$ cat config.mk
export PLATFORM = sky130hd
export DESIGN_NAME = joypad_port_matrix_read
export DESIGN_NICKNAME = d
export VERILOG_FILES = /design/src/rtl/jpmr_pkg.sv /design/src/rtl/jpmr_port_regs.sv /design/src/rtl/jpmr_read_decode.sv /design/src/rtl/joypad_port_matrix_read.sv
export SDC_FILE = /design/constraint.sdc
export NUM_CORES = 1
export LEC_CHECK = 0
export ABC_AREA = 1
export BUFFER_PORTS_ARGS = -buffer_cell sky130_fd_sc_hd__buf_2
export CAP_MARGIN = 20
export CORE_MARGIN = 3
export CORE_UTILIZATION = 48
export CTS_BUF_LIST = sky130_fd_sc_hd__clkbuf_16
export DETAILED_ROUTE_END_ITERATION = 10
export PLACE_DENSITY = 0.82
export SETUP_SLACK_MARGIN = 0.02
export SLEW_MARGIN = 40
export SYNTH_ARGS = -nofsm -noshare
export SYNTH_HDL_FRONTEND = slang
export SYNTH_SLANG_ARGS = --single-unit
$ cat constraint.sdc
create_clock -name clk_i -period 2.1 [get_ports clk_i]
set_input_delay 0.105 -clock clk_i [delete_from_list [all_inputs] [get_ports clk_i]]
set_output_delay 0.105 -clock clk_i [all_outputs]
set_load 0.01 [all_outputs]
$ cat src/rtl/jpmr_pkg.sv
// ----------------------------------------------------------------------------
// Joypad port matrix read - package
// Beat types, access codes, row-select decode tables and read constants.
// ----------------------------------------------------------------------------
`default_nettype none

package jpmr_pkg;

  localparam int BUTTONS_PER_PAD = 21;
  localparam int BTN_IDX_W       = $clog2(BUTTONS_PER_PAD);

  localparam logic [BTN_IDX_W-1:0] FIRE_FIRST_BTN = BTN_IDX_W'(16);
  localparam logic [BTN_IDX_W-1:0] PAUSE_BTN      = BTN_IDX_W'(20);

  localparam logic [15:0] ALL_ONES    = 16'hFFFF;
  localparam logic [15:0] FIRE_BASE   = 16'hFF6F;
  localparam int          NTSC_BIT    = 4;
  localparam int          PAD0_BTN_LO = 8;
  localparam int          PAD1_BTN_LO = 12;
  localparam logic [3:0]  PAD1_MARK_TOP = 4'd7;

  typedef enum logic {
    OP_READ  = 1'b0,
    OP_WRITE = 1'b1
  } op_e;

  typedef enum logic [1:0] {
    OFF_MATRIX  = 2'd0,
    OFF_ROW_SEL = 2'd1,
    OFF_FIRE    = 2'd2,
    OFF_TAIL    = 2'd3
  } offset_e;

  typedef struct packed {
    op_e                        operation;
    offset_e                    word_offset;
    logic [15:0]                write_data;
    logic [BUTTONS_PER_PAD-1:0] pad0_buttons;
    logic [BUTTONS_PER_PAD-1:0] pad1_buttons;
  } jpmr_in_t;

  typedef struct packed {
    logic [15:0] read_data;
    logic        audio_on;
  } jpmr_out_t;

  // Port state that is visible to reads or to the result.
  typedef struct packed {
    logic [7:0] row_sel;   // byte 1: pad 0 low nibble, pad 1 high nibble
    logic       pads_en;
    logic       audio_en;
  } port_state_t;

  typedef struct packed {
    logic       hit;
    logic [1:0] row;
  } row_sel_t;

  function automatic row_sel_t pad0_row_decode(input logic [3:0] nib);
    row_sel_t r;
    r = '0;
    unique case (nib)
      4'd7:    r = '{hit: 1'b1, row: 2'd3};
      4'd11:   r = '{hit: 1'b1, row: 2'd2};
      4'd13:   r = '{hit: 1'b1, row: 2'd1};
      4'd14:   r = '{hit: 1'b1, row: 2'd0};
      default: r = '0;
    endcase
    return r;
  endfunction

  function automatic row_sel_t pad1_row_decode(input logic [3:0] nib);
    row_sel_t r;
    r = '0;
    unique case (nib)
      4'd7:    r = '{hit: 1'b1, row: 2'd0};
      4'd11:   r = '{hit: 1'b1, row: 2'd1};
      4'd13:   r = '{hit: 1'b1, row: 2'd2};
      4'd14:   r = '{hit: 1'b1, row: 2'd3};
      default: r = '0;
    endcase
    return r;
  endfunction

endpackage

`default_nettype wire

$ cat src/rtl/jpmr_port_regs.sv
// ----------------------------------------------------------------------------
// Joypad port matrix read - port registers
// Row-select byte, pad enable and audio enable, updated by write beats.
// ----------------------------------------------------------------------------
`default_nettype none

module jpmr_port_regs import jpmr_pkg::*; (
  input  wire logic        clk_i,
  input  wire logic        rst_ni,
  input  wire logic        wr_en_i,
  input  wire offset_e     word_offset_i,
  input  wire logic [15:0] write_data_i,
  output port_state_t      state_o,
  output port_state_t      state_next_o
);

  port_state_t state_q;
  port_state_t state_d;

  // Bytes 2 and 3 are never read back; byte 1 and the enable bits of byte 0 are kept.
  always_comb begin
    state_d = state_q;
    if (wr_en_i) begin
      unique case (word_offset_i)
        OFF_MATRIX: begin
          state_d.row_sel  = write_data_i[7:0];
          state_d.audio_en = write_data_i[8];
          state_d.pads_en  = write_data_i[15];
        end
        OFF_ROW_SEL: begin
          state_d.row_sel = write_data_i[15:8];
        end
        default: begin
          state_d = state_q;
        end
      endcase
    end
  end

  always_ff @(posedge clk_i or negedge rst_ni) begin
    if (!rst_ni) begin
      state_q <= '0;
    end else if (wr_en_i) begin
      state_q <= state_d;
    end
  end

  assign state_o      = state_q;
  assign state_next_o = state_d;

endmodule

`default_nettype wire

$ cat src/rtl/jpmr_read_decode.sv
// ----------------------------------------------------------------------------
// Joypad port matrix read - read decode
// Row lookup and active-low button, marker and fire/pause bit assembly.
// ----------------------------------------------------------------------------
`default_nettype none

module jpmr_read_decode import jpmr_pkg::*; (
  input  wire jpmr_in_t    beat_i,
  input  wire port_state_t state_i,
  input  wire logic        ntsc_i,
  output logic [15:0]      read_data_o
);

  row_sel_t    r0;
  row_sel_t    r1;
  logic [15:0] matrix;
  logic [15:0] fire;

  always_comb begin
    r0     = pad0_row_decode(state_i.row_sel[3:0]);
    r1     = pad1_row_decode(state_i.row_sel[7:4]);
    matrix = ALL_ONES;
    fire   = FIRE_BASE;
    fire[NTSC_BIT] = ntsc_i;

    if (state_i.pads_en) begin
      if (r0.hit) begin
        for (int i = 0; i < 4; i++) begin
          if (beat_i.pad0_buttons[BTN_IDX_W'({r0.row, 2'(i)})]) begin
            matrix[4'(PAD0_BTN_LO + i)] = 1'b0;
          end
        end
        // row 0 has no marker bit on pad 0
        if (r0.row != 2'd0) begin
          matrix[{2'b00, r0.row}] = 1'b0;
        end
        if (beat_i.pad0_buttons[FIRE_FIRST_BTN + BTN_IDX_W'(r0.row)]) begin
          fire[1] = 1'b0;
        end
        if (r0.row == 2'd0 && beat_i.pad0_buttons[PAUSE_BTN]) begin
          fire[0] = 1'b0;
        end
      end
      if (r1.hit) begin
        for (int i = 0; i < 4; i++) begin
          if (beat_i.pad1_buttons[BTN_IDX_W'({r1.row, 2'(i)})]) begin
            matrix[4'(PAD1_BTN_LO + i)] = 1'b0;
          end
        end
        matrix[PAD1_MARK_TOP - {2'b00, r1.row}] = 1'b0;
        if (beat_i.pad1_buttons[FIRE_FIRST_BTN + BTN_IDX_W'(r1.row)]) begin
          fire[3] = 1'b0;
        end
        if (r1.row == 2'd0 && beat_i.pad1_buttons[PAUSE_BTN]) begin
          fire[2] = 1'b0;
        end
      end
    end

    if (beat_i.operation == OP_WRITE) begin
      read_data_o = '0;
    end else begin
      case (beat_i.word_offset)
        OFF_MATRIX: read_data_o = matrix;
        OFF_FIRE:   read_data_o = fire;
        default:    read_data_o = ALL_ONES;
      endcase
    end
  end

endmodule

`default_nettype wire

$ cat src/rtl/joypad_port_matrix_read.sv
// ----------------------------------------------------------------------------
// Joypad port matrix read - top level
// Two-pad button-matrix port: one bus word access in, one result beat out.
// ----------------------------------------------------------------------------
// Path: each beat is registered in the input reg, then in the result reg,
// and is offered on the result channel from the result reg.
// Throughput: 1 beat per cycle while the result channel is not stalled.
// A stalled result holds; the input stage keeps taking beats until it is full.
// Reset (async, active low): pipeline empty, row select, pad and audio
// enables cleared, NTSC flag set.
// ----------------------------------------------------------------------------
`default_nettype none

module joypad_port_matrix_read import jpmr_pkg::*; (
  input  wire logic     clk_i,
  input  wire logic     rst_ni,
  // input channel
  input  wire logic     in_valid_i,
  output logic          in_stall_o,
  input  wire jpmr_in_t in_beat_i,
  // result channel
  output logic          out_valid_o,
  input  wire logic     out_stall_i,
  output jpmr_out_t     out_beat_o,
  // configuration: NTSC machine flag
  input  wire logic     cfg_we_i,
  input  wire logic     cfg_wdata_i
);

  // Stage 1: registered input beat.
  logic      s1_valid_q;
  jpmr_in_t  s1_beat_q;
  // Stage 2: registered result beat.
  logic      out_valid_q;
  jpmr_out_t out_beat_q;
  jpmr_out_t out_beat_d;

  logic ntsc_q;

  logic out_ready;
  logic s1_ready;
  logic in_fire;
  logic s1_fire;
  logic wr_en;

  port_state_t state;
  port_state_t state_next;
  logic [15:0] read_data;

  // Ready ripples back: result reg free or draining frees stage 1.
  assign out_ready  = !out_valid_q || !out_stall_i;
  assign s1_ready   = !s1_valid_q || out_ready;
  assign in_stall_o = !s1_ready;
  assign in_fire    = in_valid_i && s1_ready;
  assign s1_fire    = s1_valid_q && out_ready;

  // State changes exactly when the beat moves into the result reg, so the
  // next beat in stage 1 sees the new state, in order.
  assign wr_en = s1_fire && (s1_beat_q.operation == OP_WRITE);

  jpmr_port_regs u_port_regs (
    .clk_i        (clk_i),
    .rst_ni       (rst_ni),
    .wr_en_i      (wr_en),
    .word_offset_i(s1_beat_q.word_offset),
    .write_data_i (s1_beat_q.write_data),
    .state_o      (state),
    .state_next_o (state_next)
  );

  // Reads look at the state before this beat.
  jpmr_read_decode u_read_decode (
    .beat_i     (s1_beat_q),
    .state_i    (state),
    .ntsc_i     (ntsc_q),
    .read_data_o(read_data)
  );

  // audio_on reports the enable after this access.
  always_comb begin
    out_beat_d.read_data = read_data;
    out_beat_d.audio_on  = state_next.audio_en;
  end

  always_ff @(posedge clk_i or negedge rst_ni) begin
    if (!rst_ni) begin
      s1_valid_q  <= 1'b0;
      out_valid_q <= 1'b0;
    end else begin
      if (s1_ready) begin
        s1_valid_q <= in_valid_i;
      end
      if (out_ready) begin
        out_valid_q <= s1_valid_q;
      end
    end
  end

  // Payload regs, no reset needed.
  always_ff @(posedge clk_i) begin
    if (in_fire) begin
      s1_beat_q <= in_beat_i;
    end
    if (s1_fire) begin
      out_beat_q <= out_beat_d;
    end
  end

  always_ff @(posedge clk_i or negedge rst_ni) begin
    if (!rst_ni) begin
      ntsc_q <= 1'b1;
    end else if (cfg_we_i) begin
      ntsc_q <= cfg_wdata_i;
    end
  end

  assign out_valid_o = out_valid_q;
  assign out_beat_o  = out_beat_q;

endmodule

`default_nettype wire

==> results of run 1 <==
## area by class of cell
cell class / instances / area [sq um]
repair buffers: 87 / 598
clock buffers: 5 / 125
inverters: 30 / 113
clock inverters: 3 / 37.5
multi-input cells: 96 / 468
well taps: 50 / 62.6
flip-flops and latches: 52 / 1500
fillers: 303 / 1240
## routing by layer
metal  wire length (um)  share of wire
met3                265          0.066
met5                  0              0
met4                 92          0.023
met2               2100           0.52
met1               1560           0.39
## state kept, by name, indices dropped and copies added (netlist names)
signal / flops
ntsc_q: 1
out_beat_o: 10
out_valid_o: 1
s1_beat_q: 29
s1_valid_q: 1
u_port_regs.state_o: 10
## placed cells by master, fill, tap and decap left out
master	netlist	layout
nand2_1	39	39
clkinv_1	0	2
inv_2	1	1
o21ai_0	13	13
nor3b_1	1	1
dlygate4sd3_1	0	31
buf_2	0	53
nor3_1	2	2
nor2_1	13	13
nand2_2	1	1
nand4_1	2	2
dfrtp_1	12	12
buf_4	7	3
bufinv_16	0	1
clkbuf_16	0	5
o21ai_1	2	2
dfstp_2	1	1
a31oi_1	2	2
edfxtp_1	39	39
nand3b_1	1	1
a311oi_1	1	1
o211ai_1	5	5
a221oi_1	1	1
a21oi_1	5	5
nor4_4	1	1
inv_1	29	29
nand3_1	6	6
mux2i_1	1	1
## through the flow
stage / area [sq um] / total power, mW / setup slack (ps) / hold WS [ps] / cells
floorplan: 2150 / 1.59 / 425 / -191 / 187
global placement: 2430 / 1.69 / 678 / 3.29 / 284
detailed placement: 2430 / 1.71 / 634 / 6.89 / 284
CTS: 2900 / 2.63 / 596 / 19.3 / 323
global route: 2900 / 2.76 / 431 / 50.2 / 323
finish: 2900 / 2.62 / 609 / 22.4 / 323
## synth_stat cells
| library cell | count |
|---|---|
| edfxtp_1 | 39 |
| nand2_1 | 39 |
| inv_1 | 29 |
| nor2_1 | 13 |
| o21ai_0 | 13 |
| dfrtp_1 | 12 |
| buf_4 | 7 |
| nand3_1 | 6 |
| a21oi_1 | 5 |
| o211ai_1 | 5 |
| a31oi_1 | 2 |
| nand4_1 | 2 |
| nor3_1 | 2 |
| o21ai_1 | 2 |
| a221oi_1 | 1 |
| a311oi_1 | 1 |
| buf_6 | 1 |
| clkbuf_1 | 1 |
| dfstp_2 | 1 |
| inv_2 | 1 |
| mux2i_1 | 1 |
| nand2_2 | 1 |
| nand3b_1 | 1 |
| nor3b_1 | 1 |
| nor4_4 | 1 |
## critical path: stages, from the launching register on
cell and delay (ps):
edfxtp_1 490, inv_2 100, nor4_4 290, nand2_2 130, nand2_1 100, o21ai_0 110
## worst min-delay path by stage
stage | startpoint | to | cells past startpoint
3_3_place_gp | rst_ni | s1_valid_q | 1
6_report | cfg_wdata_i | ntsc_q | 3
2_1_floorplan | rst_ni | out_valid_o | 0
5_1_grt | cfg_wdata_i | ntsc_q | 3
3_5_place_dp | rst_ni | s1_valid_q | 1
4_1_cts | cfg_wdata_i | ntsc_q | 3
## repair_timing
item	in CTS	in global routing
endpoints found under the hold margin	43	0
resized for setup	0	0
hold buffers	31	0
## cells by family (layout without fill, tap and decap cells)
| group | count (synthesis) | in the layout | synth area share |
|---|---|---|---|
| multiplexers | 1 | 1 | 0.00466 |
| flip-flops | 52 | 52 | 0.698 |
| buffers and inverters | 39 | 125 | 0.0840 |
| AND/OR/NAND/NOR | 66 | 66 | 0.135 |
| AO/OA/AOI/OAI | 29 | 29 | 0.0781 |
## power groups by stage
stage / logic, mW / registers (mW) / clock network, mW
final: 0.406 / 1.34 / 0.879
after global routing: 0.472 / 1.35 / 0.934
after CTS: 0.406 / 1.34 / 0.892
after detailed placement: 0.356 / 1.36 / 0
after global placement: 0.343 / 1.35 / 0
after floorplan: 0.237 / 1.35 / 0
==> flow_summary.yaml, run 1 <==
logic_synthesis:
  netlist_instances: 187
  synth-seq-cells: 52
  yosysTopAreaCell: "edfxtp_1"
  synth.cell_area_sq_um: 2150
  syn_avg_cell_area_sq_um: 11.5
  yosysWarnings: 0
  netlist_top_cells_area: "edfxtp_1, dfrtp_1, nand2_1"
  syn_nets: 254
  synth_top_area_share: 0.546
  synth.distinct_cells: 25
  ys_seq_area_frac: 0.698
floorplanning:
  die_width_um: 72.9
  die_area_sq_um: 5310
  start_util: 0.518
  rows: 23
  ios: 86
  core_sq_um: 4140
  die_h_um: 72.9
route:
  drtAntennaViolNets: 0
  via_per_inst: 4.79
  wl_per_cell_um: 12.4
  routed_wl_mm: 4.01
  first_pass_iters: 4
  drc_errors: 0
  vias: 1546
  drt_iter0_markers: 130
sta:
  slew_headroom: 0.696
  tns_ps: 0
  setup_viol: 0
  hold_violations: 0
  worst_pin_slew_ps: 455
  min_period_ps: 1490
  clock_skew_ps: 3.59
  report.final.slew_viol_count: 0
  fin_crit_sh: 0.710
  grt_setup_unrepaired: "false"
  fmax_mhz: 671
clock_tree:
  cts_root_buffer: "clkbuf_16"
  cts_sinks: 52
  insertion_delay_ps: 290
  cts_setup_buffers: 0
  numCtsBuffers: 5
  cts_buffer_depth: 2
  htree_levels: 2
  cts_tree: "done"
  clk_pin_slew_ps: 60
worst_setup_path:
  crit_start: "s1_beat_q[60]"
  r2r-start: "s1_beat_q[60]"
  critPathMaxFanout: 7
  worstSetupEndpointType: "flop"
  regToRegEndpoint: "out_beat_o[0]"
  endpoint: "out_beat_o[0]"
  crit_type: "flop to flop"
  reg2reg_slack_ps: 610
  start_kind: "flop"
  cp.required_ps: 2120
  worst_r2r_path_depth: 5
  arrival_ps: 1510
power_and_ir_drop:
  power.share.combinational: 0.155
  irDropWorstVdd_v: 0.000616
  power_frac_seq: 0.510
  leakagePower_nw: 1.32
  swShare: 0.243
  clkPwrFrac: 0.335
  p_int_mw: 1.98
  pwr_density_cell_nw_per_um2: 904
  p_sw_mw: 0.638
global_route:
  gr-total-overflow: 0
  grt_first_pass_wirelength_mm: 6.96
  use_met1: 0.192
  gr-usage-met2: 0.310
  antenna_found_initial: 0
  grtUsageMet3: 0.0399
  top_usage_layer: "met2"
  grt_pass1_vias: 1588
  grt_start_max_net_pins: 30
  grt_usage: 0.175
final_layout:
  finalCoreUtilization: 0.700
  syn_to_final_growth_pct: 35.2
  final_nets: 339
  layout-drive-gt1-share: 0.242
  diodes: 0
run:
  drv_cap: 0
outcome:
  status: "finished clean"
placed_design:
  hpwl_mm: 2.59
  portBuffers: 53
  place.gp.congestion: 0.775
hold_path:
  min_path_type: "primary input to flop"
Power figures use the tool's default switching activity.
==> run 2, diff against run 1 <==
--- a/config.mk
+++ b/config.mk
@@ -5,14 +5,14 @@
 export SDC_FILE = /design/constraint.sdc
 export NUM_CORES = 1
 export LEC_CHECK = 0
-export ABC_AREA = 1
+export ABC_AREA = 0
 export BUFFER_PORTS_ARGS = -buffer_cell sky130_fd_sc_hd__buf_2
 export CAP_MARGIN = 20
 export CORE_MARGIN = 3
-export CORE_UTILIZATION = 48
+export CORE_UTILIZATION = 47
 export CTS_BUF_LIST = sky130_fd_sc_hd__clkbuf_16
 export DETAILED_ROUTE_END_ITERATION = 10
-export PLACE_DENSITY = 0.82
+export PLACE_DENSITY = 0.81
 export SETUP_SLACK_MARGIN = 0.02
 export SLEW_MARGIN = 40
 export SYNTH_ARGS = -nofsm -noshare
==> constraint.sdc (replaced) <==
create_clock -name clk_i -period 1.5 [get_ports clk_i]
set_input_delay 0.075 -clock clk_i [delete_from_list [all_inputs] [get_ports clk_i]]
set_output_delay 0.075 -clock clk_i [all_outputs]
set_load 0.01 [all_outputs]
==> run 2 against run 1 <==
  * Count of clock-buffer cells in the layout stayed put
  * Maximum frequency is 4.4% higher
  * Power is 42% higher
  * Critical path depth is 2 lower
  * Cell count is 12% lower
  * Register-to-register slack worse by 540 ps
  * First-iteration DRC count is 58% lower
  * Die area is 0.21% higher
  * Non-clock buffer count is 9 higher
  * Wire length is 3.4% higher
  * Sequential power is 37% higher
  * Critical endpoint is now out_beat_o[2]
  * Largest power group unchanged
==> flow_summary.yaml, run 2 <==
route:
  first_pass_iters: 4
  wl_per_cell_um: 14.6
  drtAntennaViolNets: 0
  drc_errors: 0
  drt_iter0_markers: 54
  vias: 1413
  routed_wl_mm: 4.15
  via_per_inst: 4.96
logic_synthesis:
  syn_avg_cell_area_sq_um: 14.9
  yosysMostFrequentCell: "edfxtp_1"
  synth.cell_area_sq_um: 2110
  synthArstFlopShare: 0.250
  synth.distinct_cells: 33
  netlist_instances: 141
  ys_seq_area_frac: 0.711
  yosysTopAreaCell: "edfxtp_1"
  netlist_top_cells_area: "edfxtp_1, dfrtp_1, mux2i_1"
  ys_top_cells_by_count: "edfxtp_1, dfrtp_1, nand2_1"
  synth_top_area_share: 0.556
  yosysWarnings: 0
  synthFlopType: "edfxtp_1"
  synth-seq-cells: 52
  syn_nets: 208
  synth-edff-count: 39
final_layout:
  final_cell_area_sq_um: 2970
  num-fill-cells: 262
  finalCoreUtilization: 0.713
  diodes: 0
  instances_no_fill: 285
  largest_reg_flops: 29
  final_nets: 301
  layout_commonest_cell: "buf_2"
  layout-drive-gt1-share: 0.353
  area.sequential_sq_um: 1500
  multi_input_area_sq_um: 536
  syn_to_final_growth_pct: 41.2
  regMostFlops: "s1_beat_q"
  layout_common_cells: "buf_2, edfxtp_1, dlygate4sd3_1"
sta:
  hold_violations: 0
  whs_ps: 26.6
  setup_viol: 0
  fin_crit_sh: 0.952
  report.final.slew_viol_count: 0
  tns_ps: 0
  fmax_mhz: 700
  min_period_ps: 1430
  worst_pin_slew_ps: 285
  clock_skew_ps: 8.84
  setup_ws_ps: 72.1
  slew_headroom: 0.810
power_and_ir_drop:
  p_int_mw: 2.93
  leakagePower_nw: 1.24
  power_mw: 3.72
  pwr_density_cell_nw_per_um2: 1250
  swShare: 0.213
  irDropWorstVdd_v: 0.00100
  p_sw_mw: 0.793
  power.share.combinational: 0.130
  power_frac_seq: 0.494
  clkPwrFrac: 0.377
placed_design:
  placed_cells: 242
  place.gp.congestion: 0.792
  placed_cell_area_sq_um: 2430
  portBuffers: 53
  dp_slack_ps: 87.0
  hpwl_mm: 2.45
worst_setup_path:
  crit_type: "flop to flop"
  worstSetupEndpointType: "flop"
  critPathMaxFanout: 4
  endpoint: "out_beat_o[2]"
  reg2reg_slack_ps: 70
  crit_start: "s1_beat_q[58]"
  start_kind: "flop"
  crit_slowest_cell: "edfxtp_1"
  regToRegEndpoint: "out_beat_o[2]"
  worst_r2r_path_depth: 3
  r2r-start: "s1_beat_q[58]"
  arrival_ps: 1460
  cp.required_ps: 1530
  worst_path_largest_cell_delay_ps: 470
  path_cells: "and3b_1 > o21ai_0 > o31a_1"
floorplanning:
  die_h_um: 72.9
  core_sq_um: 4170
  die_area_sq_um: 5320
  rows: 23
  die_width_um: 72.9
  ios: 86
  start_util: 0.505
clock_tree:
  insertion_delay_ps: 290
  htree_levels: 2
  numCtsBuffers: 5
  cts_buffer_depth: 2
  cts_tree: "done"
  clk_pin_slew_ps: 70
  cts_sinks: 52
  cts_root_buffer: "clkbuf_16"
global_route:
  grt_start_max_net_pins: 30
  antenna_found_initial: 0
  grt_usage: 0.174
  grt_first_pass_wirelength_mm: 6.93
  gr-total-overflow: 0
  grt_pass1_vias: 1522
outcome:
  status: "finished clean"
hold_path:
  min_path_type: "primary input to flop"
run:
  drv_cap: 0
==> run 2: logic make-up (layout without fill, tap and decap cells) <==
kind of cell           count (synthesis)  after routing  share of synthesized area
DFF                                   52             52                      0.711
and+or+nand+nor                       39             39                      0.113
AOI/OAI and AO/OA                     25             25                     0.0761
buffers and inverters                 13            107                     0.0398
muxes                                 12             12                     0.0594
==> run 2: worst min-delay path by stage <==
stage / start / to / cells past startpoint
detailed placement: rst_ni / u_port_regs.state_o[0] / 1
finish: cfg_wdata_i / ntsc_q / 2
global route: cfg_wdata_i / ntsc_q / 2
floorplan: rst_ni / out_valid_o / 0
global placement: rst_ni / u_port_regs.state_o[0] / 1
CTS: cfg_wdata_i / ntsc_q / 2
==> run 2: final cells by class <==
type / count / share of cell area
Clock inverter: 3 / 0.0215
Timing Repair Buffer: 96 / 0.228
Multi-Input combinational cell: 76 / 0.180
Clock buffer: 5 / 0.0421
Inverter: 3 / 0.00379
Tap cell: 50 / 0.0210
Sequential cell: 52 / 0.504
==> run 2: timing repair <==
item,4_1_cts,5_1_grt
hold endpoints to repair,43,0
gates resized for setup,0,2
hold buffers,31,0
setup buffers,1,3
setup endpoints to repair,1,4
==> run 2: per-layer routing <==
metal | vias up | wire [um] | GRT usage | part of all wire
met5 | - | 0 | 0 | 0
met4 | 0 | 48 | 0.0553 | 0.012
met3 | 6 | 224 | 0.0482 | 0.054
met2 | 54 | 2220 | 0.315 | 0.54
met1 | 650 | 1650 | 0.199 | 0.40
li1 | 703 | - | - | -
==> run 2: power groups by stage <==
stage	registers, mW	clock network, mW	logic (mW)
after floorplan	1.84	0	0.251
after global placement	1.85	0	0.387
after detailed placement	1.86	0	0.399
after CTS	1.83	1.42	0.470
after global routing	1.86	1.49	0.535
final	1.84	1.40	0.483
==> run 2: critical path: cells and delay by family, from the launching register on <==
family	cells	cell delay (ps)
flops	1	470
compound gates	2	430
simple gates	1	280
==> run 3, diff against run 2 <==
--- a/config.mk
+++ b/config.mk
@@ -8,7 +8,6 @@
 export ABC_AREA = 0
 export BUFFER_PORTS_ARGS = -buffer_cell sky130_fd_sc_hd__buf_2
 export CAP_MARGIN = 20
-export CORE_MARGIN = 3
 export CORE_UTILIZATION = 47
 export CTS_BUF_LIST = sky130_fd_sc_hd__clkbuf_16
 export DETAILED_ROUTE_END_ITERATION = 10
==> run 3 against run 2 <==
  * Sequential share of layout area is 0.49 points higher
  * Power is 3.8% lower
  * Worst setup slack better by 14 ps
  * Flip-flop and latch count stayed put
  * Cell area is 0.97% lower
  * Count of clock-buffer cells in the layout stayed put
  * Highest routed layer unchanged
==> flow_summary.yaml, run 3 (synthesized netlist as in run 2, its figures left out) <==
outcome:
  status: "finished clean"
final_layout:
  instances_no_fill: 283
  diodes: 0
  largest_reg_flops: 29
  layout-drive-gt1-share: 0.343
  layout_common_cells: "buf_2, edfxtp_1, dlygate4sd3_1"
  final_nets: 299
  syn_to_final_growth_pct: 39.9
  regMostFlops: "s1_beat_q"
  layout_commonest_cell: "buf_2"
  final_cell_area_sq_um: 2950
hold_path:
  min_path_type: "primary input to flop"
  hold_depth: 2
  min_from: "cfg_wdata_i"
  holdPathEnd: "ntsc_q"
clock_tree:
  insertion_delay_ps: 290
  htree_levels: 2
  cts_sinks: 52
  clk_pin_slew_ps: 70
  cts_root_buffer: "clkbuf_16"
  cts_buffer_depth: 2
  numCtsBuffers: 5
  cts_tree: "done"
sta:
  fmax_mhz: 707
  clock_skew_ps: 5.47
  worst_pin_slew_ps: 295
  hold_violations: 0
  setup_ws_ps: 86.3
  slew_headroom: 0.804
  fin_crit_sh: 0.942
  min_period_ps: 1410
  setup_viol: 0
  tns_ps: 0
  whs_ps: 29.7
  report.final.slew_viol_count: 0
  grt_setup_unrepaired: "false"
worst_setup_path:
  reg2reg_slack_ps: 90
  worst_r2r_path_depth: 3
  regToRegEndpoint: "out_beat_o[0]"
  cp.required_ps: 1540
  critPathMaxFanout: 6
  r2r-start: "s1_beat_q[59]"
  worstSetupEndpointType: "flop"
  start_kind: "flop"
  arrival_ps: 1450
  crit_start: "s1_beat_q[59]"
  crit_type: "flop to flop"
power_and_ir_drop:
  irDropWorstVdd_v: 0.000962
  leakagePower_nw: 1.22
  pwr_density_cell_nw_per_um2: 1210
placed_design:
  placed_cell_area_sq_um: 2450
  placed_cells: 242
  dp_slack_ps: 59.4
  hpwl_mm: 2.50
  place.gp.congestion: 0.775
  portBuffers: 53
floorplanning:
  ios: 86
  rows: 23
  die_area_sq_um: 4750
  core_sq_um: 4140
  die_h_um: 68.9
  die_width_um: 68.9
  start_util: 0.508
global_route:
  grt_pass1_vias: 1397
  grt_start_max_net_pins: 30
  grt_first_pass_wirelength_mm: 6.35
  antenna_found_initial: 0
  grt_usage: 0.198
  gr-total-overflow: 0
route:
  first_pass_iters: 4
  drt_iter0_markers: 63
  routed_wl_mm: 4.13
  vias: 1393
  drtAntennaViolNets: 0
  drc_errors: 0
  via_per_inst: 4.92
  wl_per_cell_um: 14.6
run:
  drv_cap: 0
## run 3: cell type report
| type | count | area, sq um |
|---|---|---|
| Clock buffer | 5 | 125 |
| Multi-Input combinational cell | 76 | 536 |
| Clock inverter | 3 | 37.5 |
| Inverter | 3 | 11.3 |
| Timing Repair Buffer | 94 | 676 |
| Sequential cell | 52 | 1500 |
| Fill cell | 283 | 1200 |
| Tap cell | 50 | 62.6 |
## run 3: metrics by stage
stage | total power, mW | utilization
6_report | 3.58 | 0.711
5_1_grt | 3.70 | 0.711
4_1_cts | 3.57 | 0.705
3_5_place_dp | 2.27 | 0.591
3_3_place_gp | 2.24 | 0.591
2_1_floorplan | 2.09 | -
## run 3: worst max path at each step
stage | end | slack, ps | cells after the start
after floorplan | out_beat_o[0] | 60 | 4
after global placement | out_beat_o[3] | 90 | 5
after detailed placement | out_beat_o[2] | 60 | 4
after CTS | out_beat_o[2] | 40 | 4
after global routing | out_beat_o[0] | 20 | 3
final | out_beat_o[0] | 90 | 3
## run 3: metal layers
layer,share of wire,wire length (um),global-route usage,up-vias
li1,-,-,-,699
met1,0.39,1630,0.214,641
met2,0.54,2220,0.354,48
met3,0.049,204,0.0592,5
met4,0.019,78,0.0918,0
met5,0,0,0,-
## run 3: power by group
| part | total [mW] | switching [mW] | internal [mW] | leakage (nW) |
|---|---|---|---|---|
| combinational | 0.481 | 0.220 | 0.260 | 0.606 |
| sequential | 1.84 | 0.115 | 1.72 | 0.531 |
| clock | 1.26 | 0.485 | 0.776 | 0.0789 |
| total | 3.58 | 0.821 | 2.76 | 1.22 |
## run 3: critical path, cell delays in order (launching register included)
cell and delay [ps]:
edfxtp_1 500, nand4b_4 220, nor2_2 130, mux2_1 320
## run 3: repair_timing
action                                  CTS  global route
setup buffers                             0             2
endpoints found under the hold margin    43             0
resized for setup                         0             2
endpoints found under the setup margin    0             3
hold buffers                             31             0
